File: config.mk
export PLATFORM = sky130hd
export DESIGN_NAME = heartbeat_freshness_monitor
export DESIGN_NICKNAME = d
export VERILOG_FILES = /design/src/rtl/hfm_pkg.sv /design/src/rtl/hfm_update.sv /design/src/rtl/heartbeat_freshness_monitor.sv
export SDC_FILE = /design/constraint.sdc
export NUM_CORES = 1
export LEC_CHECK = 0
export BUFFER_PORTS_ARGS = -buffer_cell sky130_fd_sc_hd__buf_2
export CORE_ASPECT_RATIO = 0.75
export CORE_UTILIZATION = 40
export CTS_BUF_LIST = sky130_fd_sc_hd__clkbuf_2
export CTS_CLUSTER_SIZE = 40
export DETAILED_ROUTE_END_ITERATION = 8
export GPL_TIMING_DRIVEN = 0
export HOLD_SLACK_MARGIN = 0.15
export PLACE_DENSITY_LB_ADDON = 0.25
export SLEW_MARGIN = 20
export SYNTH_ARGS = -nofsm -noshare
export SYNTH_HDL_FRONTEND = slang
export SYNTH_SLANG_ARGS = --single-unit
File: constraint.sdc
create_clock -name clk -period 9.2 [get_ports clk]
set_input_delay 0.46 -clock clk [delete_from_list [all_inputs] [get_ports clk]]
set_output_delay 0.46 -clock clk [all_outputs]
set_load 0.02 [all_outputs]
File: src/rtl/hfm_pkg.sv
// types, codes and constants shared by the heartbeat freshness monitor
`timescale 1ns / 1ps

package hfm_pkg;

  localparam int TIME_W  = 48;
  localparam int AGE_W   = TIME_W + 1;
  localparam int THR_W   = 32;
  localparam int SEQ_W   = 32;
  localparam int PID_W   = 32;
  localparam int GOOD_W  = 16;
  localparam int RST_W   = 32;
  localparam int CIDX_W  = 2;
  localparam int CDATA_W = 32;

  // item kinds
  localparam logic [1:0] CMD_SNAPSHOT = 2'd0;
  localparam logic [1:0] CMD_FAILURE  = 2'd1;
  localparam logic [1:0] CMD_QUERY    = 2'd2;

  // health classes
  localparam logic [2:0] HEALTH_OK          = 3'd0;
  localparam logic [2:0] HEALTH_DELAYED     = 3'd1;
  localparam logic [2:0] HEALTH_STALE       = 3'd2;
  localparam logic [2:0] HEALTH_INVALID     = 3'd3;
  localparam logic [2:0] HEALTH_UNAVAILABLE = 3'd4;
  localparam logic [2:0] HEALTH_SCHEMA      = 3'd5;

  // register indexes
  localparam logic [CIDX_W-1:0] REG_DELAYED     = 2'd0;
  localparam logic [CIDX_W-1:0] REG_STALE       = 2'd1;
  localparam logic [CIDX_W-1:0] REG_UNAVAILABLE = 2'd2;
  localparam logic [CIDX_W-1:0] REG_STABILIZE   = 2'd3;

  // reset values of the registers
  localparam logic [THR_W-1:0]  DELAYED_RESET     = 32'd1000;
  localparam logic [THR_W-1:0]  STALE_RESET       = 32'd3000;
  localparam logic [THR_W-1:0]  UNAVAILABLE_RESET = 32'd10000;
  localparam logic [GOOD_W-1:0] STABILIZE_RESET   = 16'd3;

  typedef struct packed {
    logic [1:0]        cmd;
    logic [TIME_W-1:0] now_ms;
    logic [SEQ_W-1:0]  sequence_req;
    logic [PID_W-1:0]  producer_id;
    logic              error_schema;
  } in_word_t;

  typedef struct packed {
    logic [2:0]        health;
    logic              duplicate;
    logic              regression;
    logic              decode_failed;
    logic [RST_W-1:0]  restarts;
    logic [GOOD_W-1:0] good_run;
  } out_word_t;

  typedef struct packed {
    logic [THR_W-1:0]  delay_limit;
    logic [THR_W-1:0]  stale_limit;
    logic [THR_W-1:0]  unavail_limit;
    logic [GOOD_W-1:0] settle_count;
  } cfg_t;

  typedef struct packed {
    logic              seen_valid;
    logic [SEQ_W-1:0]  prev_sequence;
    logic [PID_W-1:0]  prev_producer;
    logic [TIME_W-1:0] last_good_time;
    logic [GOOD_W-1:0] good_count;
    logic [RST_W-1:0]  restart_count;
    logic              failed_flag;
    logic              schema_error_flag;
    logic              dup_flag;
    logic              regress_flag;
  } mon_state_t;

endpackage

File: src/rtl/hfm_update.sv
// per-word state update and health classification
`timescale 1ns / 1ps

module hfm_update (
  input  hfm_pkg::in_word_t   word,
  input  hfm_pkg::cfg_t       cfg,
  input  hfm_pkg::mon_state_t cur,
  output hfm_pkg::mon_state_t nxt,
  output hfm_pkg::out_word_t  result
);

  logic                            is_snap;
  logic                            is_fail;
  logic signed [hfm_pkg::AGE_W-1:0] age;
  logic                            over_delayed;
  logic                            over_stale;
  logic                            over_unavail;
  logic                            restart;
  logic                            dup;
  logic                            regress;
  logic [hfm_pkg::GOOD_W-1:0]      good_base;

  assign is_snap = (word.cmd == hfm_pkg::CMD_SNAPSHOT);
  assign is_fail = (word.cmd == hfm_pkg::CMD_FAILURE);

  // signed age against the previous good snapshot
  assign age = $signed({1'b0, word.now_ms}) - $signed({1'b0, cur.last_good_time});

  assign over_delayed = age > $signed({{(hfm_pkg::AGE_W-hfm_pkg::THR_W){1'b0}},
                                       cfg.delay_limit});
  assign over_stale   = age > $signed({{(hfm_pkg::AGE_W-hfm_pkg::THR_W){1'b0}},
                                       cfg.stale_limit});
  assign over_unavail = age > $signed({{(hfm_pkg::AGE_W-hfm_pkg::THR_W){1'b0}},
                                       cfg.unavail_limit});

  // snapshot sequence checks
  assign restart = cur.seen_valid && (word.producer_id != cur.prev_producer);
  assign dup     = cur.seen_valid && !restart && (word.sequence_req == cur.prev_sequence);
  assign regress = cur.seen_valid && !restart && !dup &&
                   (word.sequence_req < cur.prev_sequence);

  assign good_base = (restart || regress || (cur.seen_valid && over_stale)) ?
                     '0 : cur.good_count;

  // next state
  always_comb begin
    nxt = cur;
    if (is_snap) begin
      nxt.failed_flag       = 1'b0;
      nxt.schema_error_flag = 1'b0;
      nxt.dup_flag          = dup;
      nxt.regress_flag      = regress;
      if (restart && (cur.restart_count != '1)) begin
        nxt.restart_count = cur.restart_count + 1'b1;
      end
      if (!dup && !regress && (good_base != '1)) begin
        nxt.good_count = good_base + 1'b1;
      end else begin
        nxt.good_count = good_base;
      end
      nxt.seen_valid     = 1'b1;
      nxt.prev_sequence  = word.sequence_req;
      nxt.prev_producer  = word.producer_id;
      nxt.last_good_time = word.now_ms;
    end else if (is_fail) begin
      nxt.failed_flag       = 1'b1;
      nxt.schema_error_flag = word.error_schema;
      nxt.dup_flag          = 1'b0;
      nxt.regress_flag      = 1'b0;
      nxt.good_count        = '0;
    end
  end

  // health after the update; a snapshot leaves an age of zero
  always_comb begin
    result.duplicate     = nxt.dup_flag;
    result.regression    = nxt.regress_flag;
    result.decode_failed = nxt.failed_flag;
    result.restarts      = nxt.restart_count;
    result.good_run      = nxt.good_count;
    if (nxt.failed_flag && nxt.schema_error_flag) begin
      result.health = hfm_pkg::HEALTH_SCHEMA;
    end else if (nxt.failed_flag && !nxt.seen_valid) begin
      result.health = hfm_pkg::HEALTH_INVALID;
    end else if (!nxt.seen_valid) begin
      result.health = hfm_pkg::HEALTH_UNAVAILABLE;
    end else if (!is_snap && over_unavail) begin
      result.health = hfm_pkg::HEALTH_UNAVAILABLE;
    end else if (!is_snap && over_stale) begin
      result.health = hfm_pkg::HEALTH_STALE;
    end else if (!is_snap && over_delayed) begin
      result.health = hfm_pkg::HEALTH_DELAYED;
    end else if (nxt.good_count < cfg.settle_count) begin
      result.health = hfm_pkg::HEALTH_DELAYED;
    end else begin
      result.health = hfm_pkg::HEALTH_OK;
    end
  end

endmodule

File: src/rtl/heartbeat_freshness_monitor.sv
// top level of the heartbeat freshness monitor
// Usage:
//   in_valid/in_ready/in_data carry one word per snapshot, decode failure or
//   query, each with its timestamp. out_valid/out_ready/out_data return one
//   result word per input word, in order: the health class, the duplicate,
//   regression and failure flags, the restart count and the good run.
//   cfg_we/cfg_index/cfg_wdata write the three age thresholds and the
//   stabilization count; write them only while no word is in flight.
// Path: a word accepted into the input register is evaluated against the
//   monitor state there and shows on out_data once it moves into the result
//   register, which it does when that register is empty or its word is taken.
// Throughput: one word per cycle while out_ready is high; the state update and classification is a
//   single pass of compares and counter increments between the input register
//   and the result register.
// Reset: rst clears the monitor state, both valid bits and restores the
//   threshold registers to their defaults.
// Stall: while out_ready is low the result holds; one more word is taken into
//   the input register, then in_ready drops until the result is taken.
`timescale 1ns / 1ps

module heartbeat_freshness_monitor (
  input  logic                         clk,
  input  logic                         rst,
  input  logic                         in_valid,
  output logic                         in_ready,
  input  hfm_pkg::in_word_t            in_data,
  output logic                         out_valid,
  input  logic                         out_ready,
  output hfm_pkg::out_word_t           out_data,
  input  logic                         cfg_we,
  input  logic [hfm_pkg::CIDX_W-1:0]   cfg_index,
  input  logic [hfm_pkg::CDATA_W-1:0]  cfg_wdata
);

  hfm_pkg::cfg_t       cfg;
  hfm_pkg::mon_state_t state;
  hfm_pkg::mon_state_t state_next;
  hfm_pkg::in_word_t   in_reg;
  hfm_pkg::out_word_t  result;
  logic                in_reg_valid;
  logic                advance;

  assign advance  = !out_valid || out_ready;
  assign in_ready = !in_reg_valid || advance;

  // threshold registers
  always_ff @(posedge clk) begin
    if (rst) begin
      cfg.delay_limit   <= hfm_pkg::DELAYED_RESET;
      cfg.stale_limit   <= hfm_pkg::STALE_RESET;
      cfg.unavail_limit <= hfm_pkg::UNAVAILABLE_RESET;
      cfg.settle_count  <= hfm_pkg::STABILIZE_RESET;
    end else if (cfg_we) begin
      case (cfg_index)
        hfm_pkg::REG_DELAYED:     cfg.delay_limit   <= cfg_wdata;
        hfm_pkg::REG_STALE:       cfg.stale_limit   <= cfg_wdata;
        hfm_pkg::REG_UNAVAILABLE: cfg.unavail_limit <= cfg_wdata;
        hfm_pkg::REG_STABILIZE:
          cfg.settle_count <= cfg_wdata[hfm_pkg::GOOD_W-1:0];
        default: ;
      endcase
    end
  end

  // input register
  always_ff @(posedge clk) begin
    if (rst) begin
      in_reg_valid <= 1'b0;
    end else if (in_ready) begin
      in_reg_valid <= in_valid;
    end
  end

  always_ff @(posedge clk) begin
    if (in_valid && in_ready) begin
      in_reg <= in_data;
    end
  end

  hfm_update u_update (
    .word   (in_reg),
    .cfg    (cfg),
    .cur    (state),
    .nxt    (state_next),
    .result (result)
  );

  // monitor state advances as each word moves to the result register
  always_ff @(posedge clk) begin
    if (rst) begin
      state <= '0;
    end else if (in_reg_valid && advance) begin
      state <= state_next;
    end
  end

  // result register
  always_ff @(posedge clk) begin
    if (rst) begin
      out_valid <= 1'b0;
    end else if (advance) begin
      out_valid <= in_reg_valid;
    end
  end

  always_ff @(posedge clk) begin
    if (in_reg_valid && advance) begin
      out_data <= result;
    end
  end

endmodule

==> summary.md <==
| Metric | Value |
|---|---|
| Placed cell count | `3688` |
| Final period demand of the worst path | `8.70 ns` |
| EDFF count, synth | `169` |
| Asr flop ratio synth | `0` |
| Start-to-end type of the worst setup path | `reg -> reg` |
| Highest routed layer | `met5` |
| Via/cell ratio | `5.19` |
| CP Launch Type | `flip-flop` |
| Largest net degree at the start of global routing | `58` |
| Transition time at the pin with the least slew margin | `1.07 ns` |
| Most common cell type on the critical path | `sky130_fd_sc_hd__ha_1` |
| First-pass GRT wire length | `113000 um` |
| Post-route clock period utilization | `0.946` |
| Area enclosed by the die boundary | `59900 um^2` |
| Setup crit start | `in_reg[75]$_DFFE_PP_` |
| Most used flip-flop cell after synthesis | `sky130_fd_sc_hd__dfxtp_1` |
| Final setup vio count | `0` |
| Wire length on met1 | `35000 um` |
| Clock Tree Root | `sky130_fd_sc_hd__clkbuf_2` |
| Floorplan die height | `212 um` |
| Total Power | `4430 uW` |
| Number of standard cells after synthesis | `2698` |
| Final Net Count | `3684` |
| Area growth from synthesis to layout | `27.1%` |
| Achievable clock frequency | `0.115 GHz` |
| Share of final-layout standard cells stronger than drive strength 1 | `0.133` |
| Slew HR | `0.289` |
| Placed wire-length estimate after detailed placement | `53500 um` |
| Total core area | `57800 um^2` |
| Total clock buffers created by CTS | `113` |
| Starting density of the core | `0.408` |
| Total via count after detailed routing | `21900` |
| GP Congestion | `0.934` |
| Final count of pins violating max slew | `0` |
| Antenna violations before repair | `3` |
| Setup repair after global routing missed its margin | `no` |
| Mapped Area | `23600 um^2` |
| Final worst hold slack | `0.456 ns` |
| Number of max-cap violations | `0` |
| Hold Vio Cnt, Final | `0` |
| R2r startpoint | `in_reg[75]$_DFFE_PP_` |
| Peak supply drop | `0.0938 mV` |
| Fraction of the core area covered by cells at the end of the flow | `0.518` |
| Average detailed-routed wire length per instance | `17.5 um` |
| Input/output buffers | `207` |
| GRT Util Overall | `0.242` |
| Run status | `finished, final reports clean` |
| Post-layout instance count excluding filler cells | `4214` |
| Clock latency reported for the late side of the worst-skew pair | `1.17 ns` |
| WL final | `73600 um` |
| Post-Syn Area per Cell | `8.73 um^2` |
| Htree depth | `3` |
| Arrival time at the worst endpoint | `9.59 ns` |
| Number of clock sinks | `448` |
| CP peak stage delay | `0.57 ns` |
| DRC violation count after routing | `0` |
| Number of filler instances in the final layout | `5447` |
| Worst Skew | `0.0929 ns` |
| Count of yosys warnings during synthesis | `0` |
| Register area share after synthesis | `0.452` |
| Yosys cell types | `78` |
| Final global-route overflow total | `0` |
| Buffer levels on the longest clock path | `3` |
| Synthesized flop and latch total | `448` |
| Detail Route Antenna Nets | `0` |
| Capturing element type of the critical path | `flip-flop` |
| Via count of the first global-routing pass | `21100` |
| Power density over the cells | `148 nW/um^2` |
| Die outline width | `282 um` |
| Cell at the slowest stage of the critical path | `sky130_fd_sc_hd__o31ai_2` |
| Number of flip-flops in the largest register | `165` |
| Critical-path maximum fanout | `6` |
| TritonCTS clock tree | `yes` |
| Initial DRT Pass Iterations | `6` |
| Worst hold-check path type | `reg -> reg` |
| Data required time of the worst path | `10.09 ns` |
| Synthesized netlist net count | `3046` |
| Metal2 WL | `32200 um` |
| Initial drt markers | `1476` |
| Beginning of the worst hold path | `state[67]$_SDFFE_PP0P_` |
| Number of top-level pins | `210` |
| Clk slew on worst S/H paths | `0.11 ns` |
| Amount of wire on met3 after detailed routing | `4870 um` |
| Setup total negative slack | `0 ns` |
| Cell row count | `76` |
| Lkg Pwr | `0.0117 uW` |
==> power breakdown <==
part | switching [uW] | total, uW | internal (uW)
clock | 854 | 1450 | 591
combinational | 477 | 816 | 339
sequential | 40.5 | 2170 | 2130
==> area by class of cell <==
class / instances / area [um^2] / share of cell area
Clock inverter: 21 / 140 / 0.00468
Timing Repair Buffer: 523 / 4230 / 0.141
Clock buffer: 189 / 946 / 0.0316
Tap cell: 780 / 976 / 0.0326
Antenna cell: 3 / 7.51 / 0.000251
Multi-Input combinational cell: 1918 / 11700 / 0.392
Buffer: 119 / 459 / 0.0153
Sequential cell: 448 / 10700 / 0.356
Inverter: 213 / 800 / 0.0267
==> placed cells by master, fill, tap and decap left out, types with 76 or more instances in the layout <==
master	count
sky130_fd_sc_hd__nand2_1	560
sky130_fd_sc_hd__a21oi_1	335
sky130_fd_sc_hd__dlygate4sd3_1	310
sky130_fd_sc_hd__dfxtp_1	279
sky130_fd_sc_hd__inv_1	212
sky130_fd_sc_hd__buf_2	211
sky130_fd_sc_hd__ha_1	193
sky130_fd_sc_hd__clkbuf_2	189
sky130_fd_sc_hd__edfxtp_1	169
sky130_fd_sc_hd__nor2_1	127
sky130_fd_sc_hd__clkbuf_1	111
sky130_fd_sc_hd__o21ai_0	86
sky130_fd_sc_hd__xor2_1	76
==> worst max-delay path: cells and delay by family (launching register included) <==
kind                     cells  cell delay, ns
AO/OA/AOI/OAI               14            3.34
adder cells (fa/ha/maj)      4            1.15
flip-flops                   1            0.52
buffers and inverters        1            0.17
XOR/XNOR                     1            0.32
AND/OR/NAND/NOR             16            3.01
==> cell families (layout without fill, tap and decap cells) <==
logic type	after synthesis	after routing	share of synthesized area
AND/OR/NAND/NOR	963	963	0.181
adder cells (fa/ha/maj)	194	194	0.103
buffers and inverters	332	1065	0.0533
flip-flops	448	448	0.452
multiplexers	6	6	0.00265
XOR/XNOR	123	123	0.0457
AO/OA/AOI/OAI	632	632	0.162
other	0	3	0
==> path summary, 6_finish.rpt <==
| path | slack, ns | end | cells after the start |
|---|---|---|---|
| worst max-delay path | 0.50 | out_data[51]$_SDFFCE_PP1P_ | 36 |
| worst min-delay path | 0.46 | state[67]$_SDFFE_PP0P_ | 2 |
| worst max register to register | 0.50 | out_data[51]$_SDFFCE_PP1P_ | 36 |
| worst min register to register | 0.46 | state[67]$_SDFFE_PP0P_ | 2 |
==> routing by layer <==
layer	vias up	global-route usage
met5	-	0
met4	2	0.0645
met3	142	0.0460
met2	697	0.376
met1	10300	0.343
li1	10700	-
==> per-stage QoR <==
step	cell area, um^2	setup slack, ns
floorplan	23600	2.01
global placement	25600	-0.158
detailed placement	25700	-0.0229
CTS	29800	0.0388
global route	29900	0.0456
finish	29900	0.501
==> what timing repair did <==
action / in CTS / in global routing
endpoints found under the setup margin: 1 / 1
resized for setup: 1 / 13
pin swaps: 0 / 1
endpoints found under the hold margin: 289 / 0
buffers inserted: 0 / 3
hold buffers: 310 / 0
==> cell usage after synthesis, types with 24 or more instances <==
cell	number	area share
sky130_fd_sc_hd__xnor2_1	46	0.017
sky130_fd_sc_hd__nand4_1	61	0.016
sky130_fd_sc_hd__a31oi_1	27	0.0072
sky130_fd_sc_hd__clkbuf_1	112	0.018
sky130_fd_sc_hd__nand2_1	560	0.089
sky130_fd_sc_hd__xor2_1	77	0.029
sky130_fd_sc_hd__a21oi_1	335	0.071
sky130_fd_sc_hd__a21o_1	53	0.017
sky130_fd_sc_hd__o211ai_1	28	0.0089
sky130_fd_sc_hd__nor2_1	127	0.020
sky130_fd_sc_hd__o21ai_0	87	0.018
sky130_fd_sc_hd__inv_1	212	0.034
sky130_fd_sc_hd__nor3_1	28	0.0059
sky130_fd_sc_hd__nor2b_1	24	0.0064
sky130_fd_sc_hd__dfxtp_1	279	0.24
sky130_fd_sc_hd__edfxtp_1	169	0.22
sky130_fd_sc_hd__ha_1	193	0.10
sky130_fd_sc_hd__nand3_1	45	0.0096
Note: power is estimated with default switching activity, not from simulation.
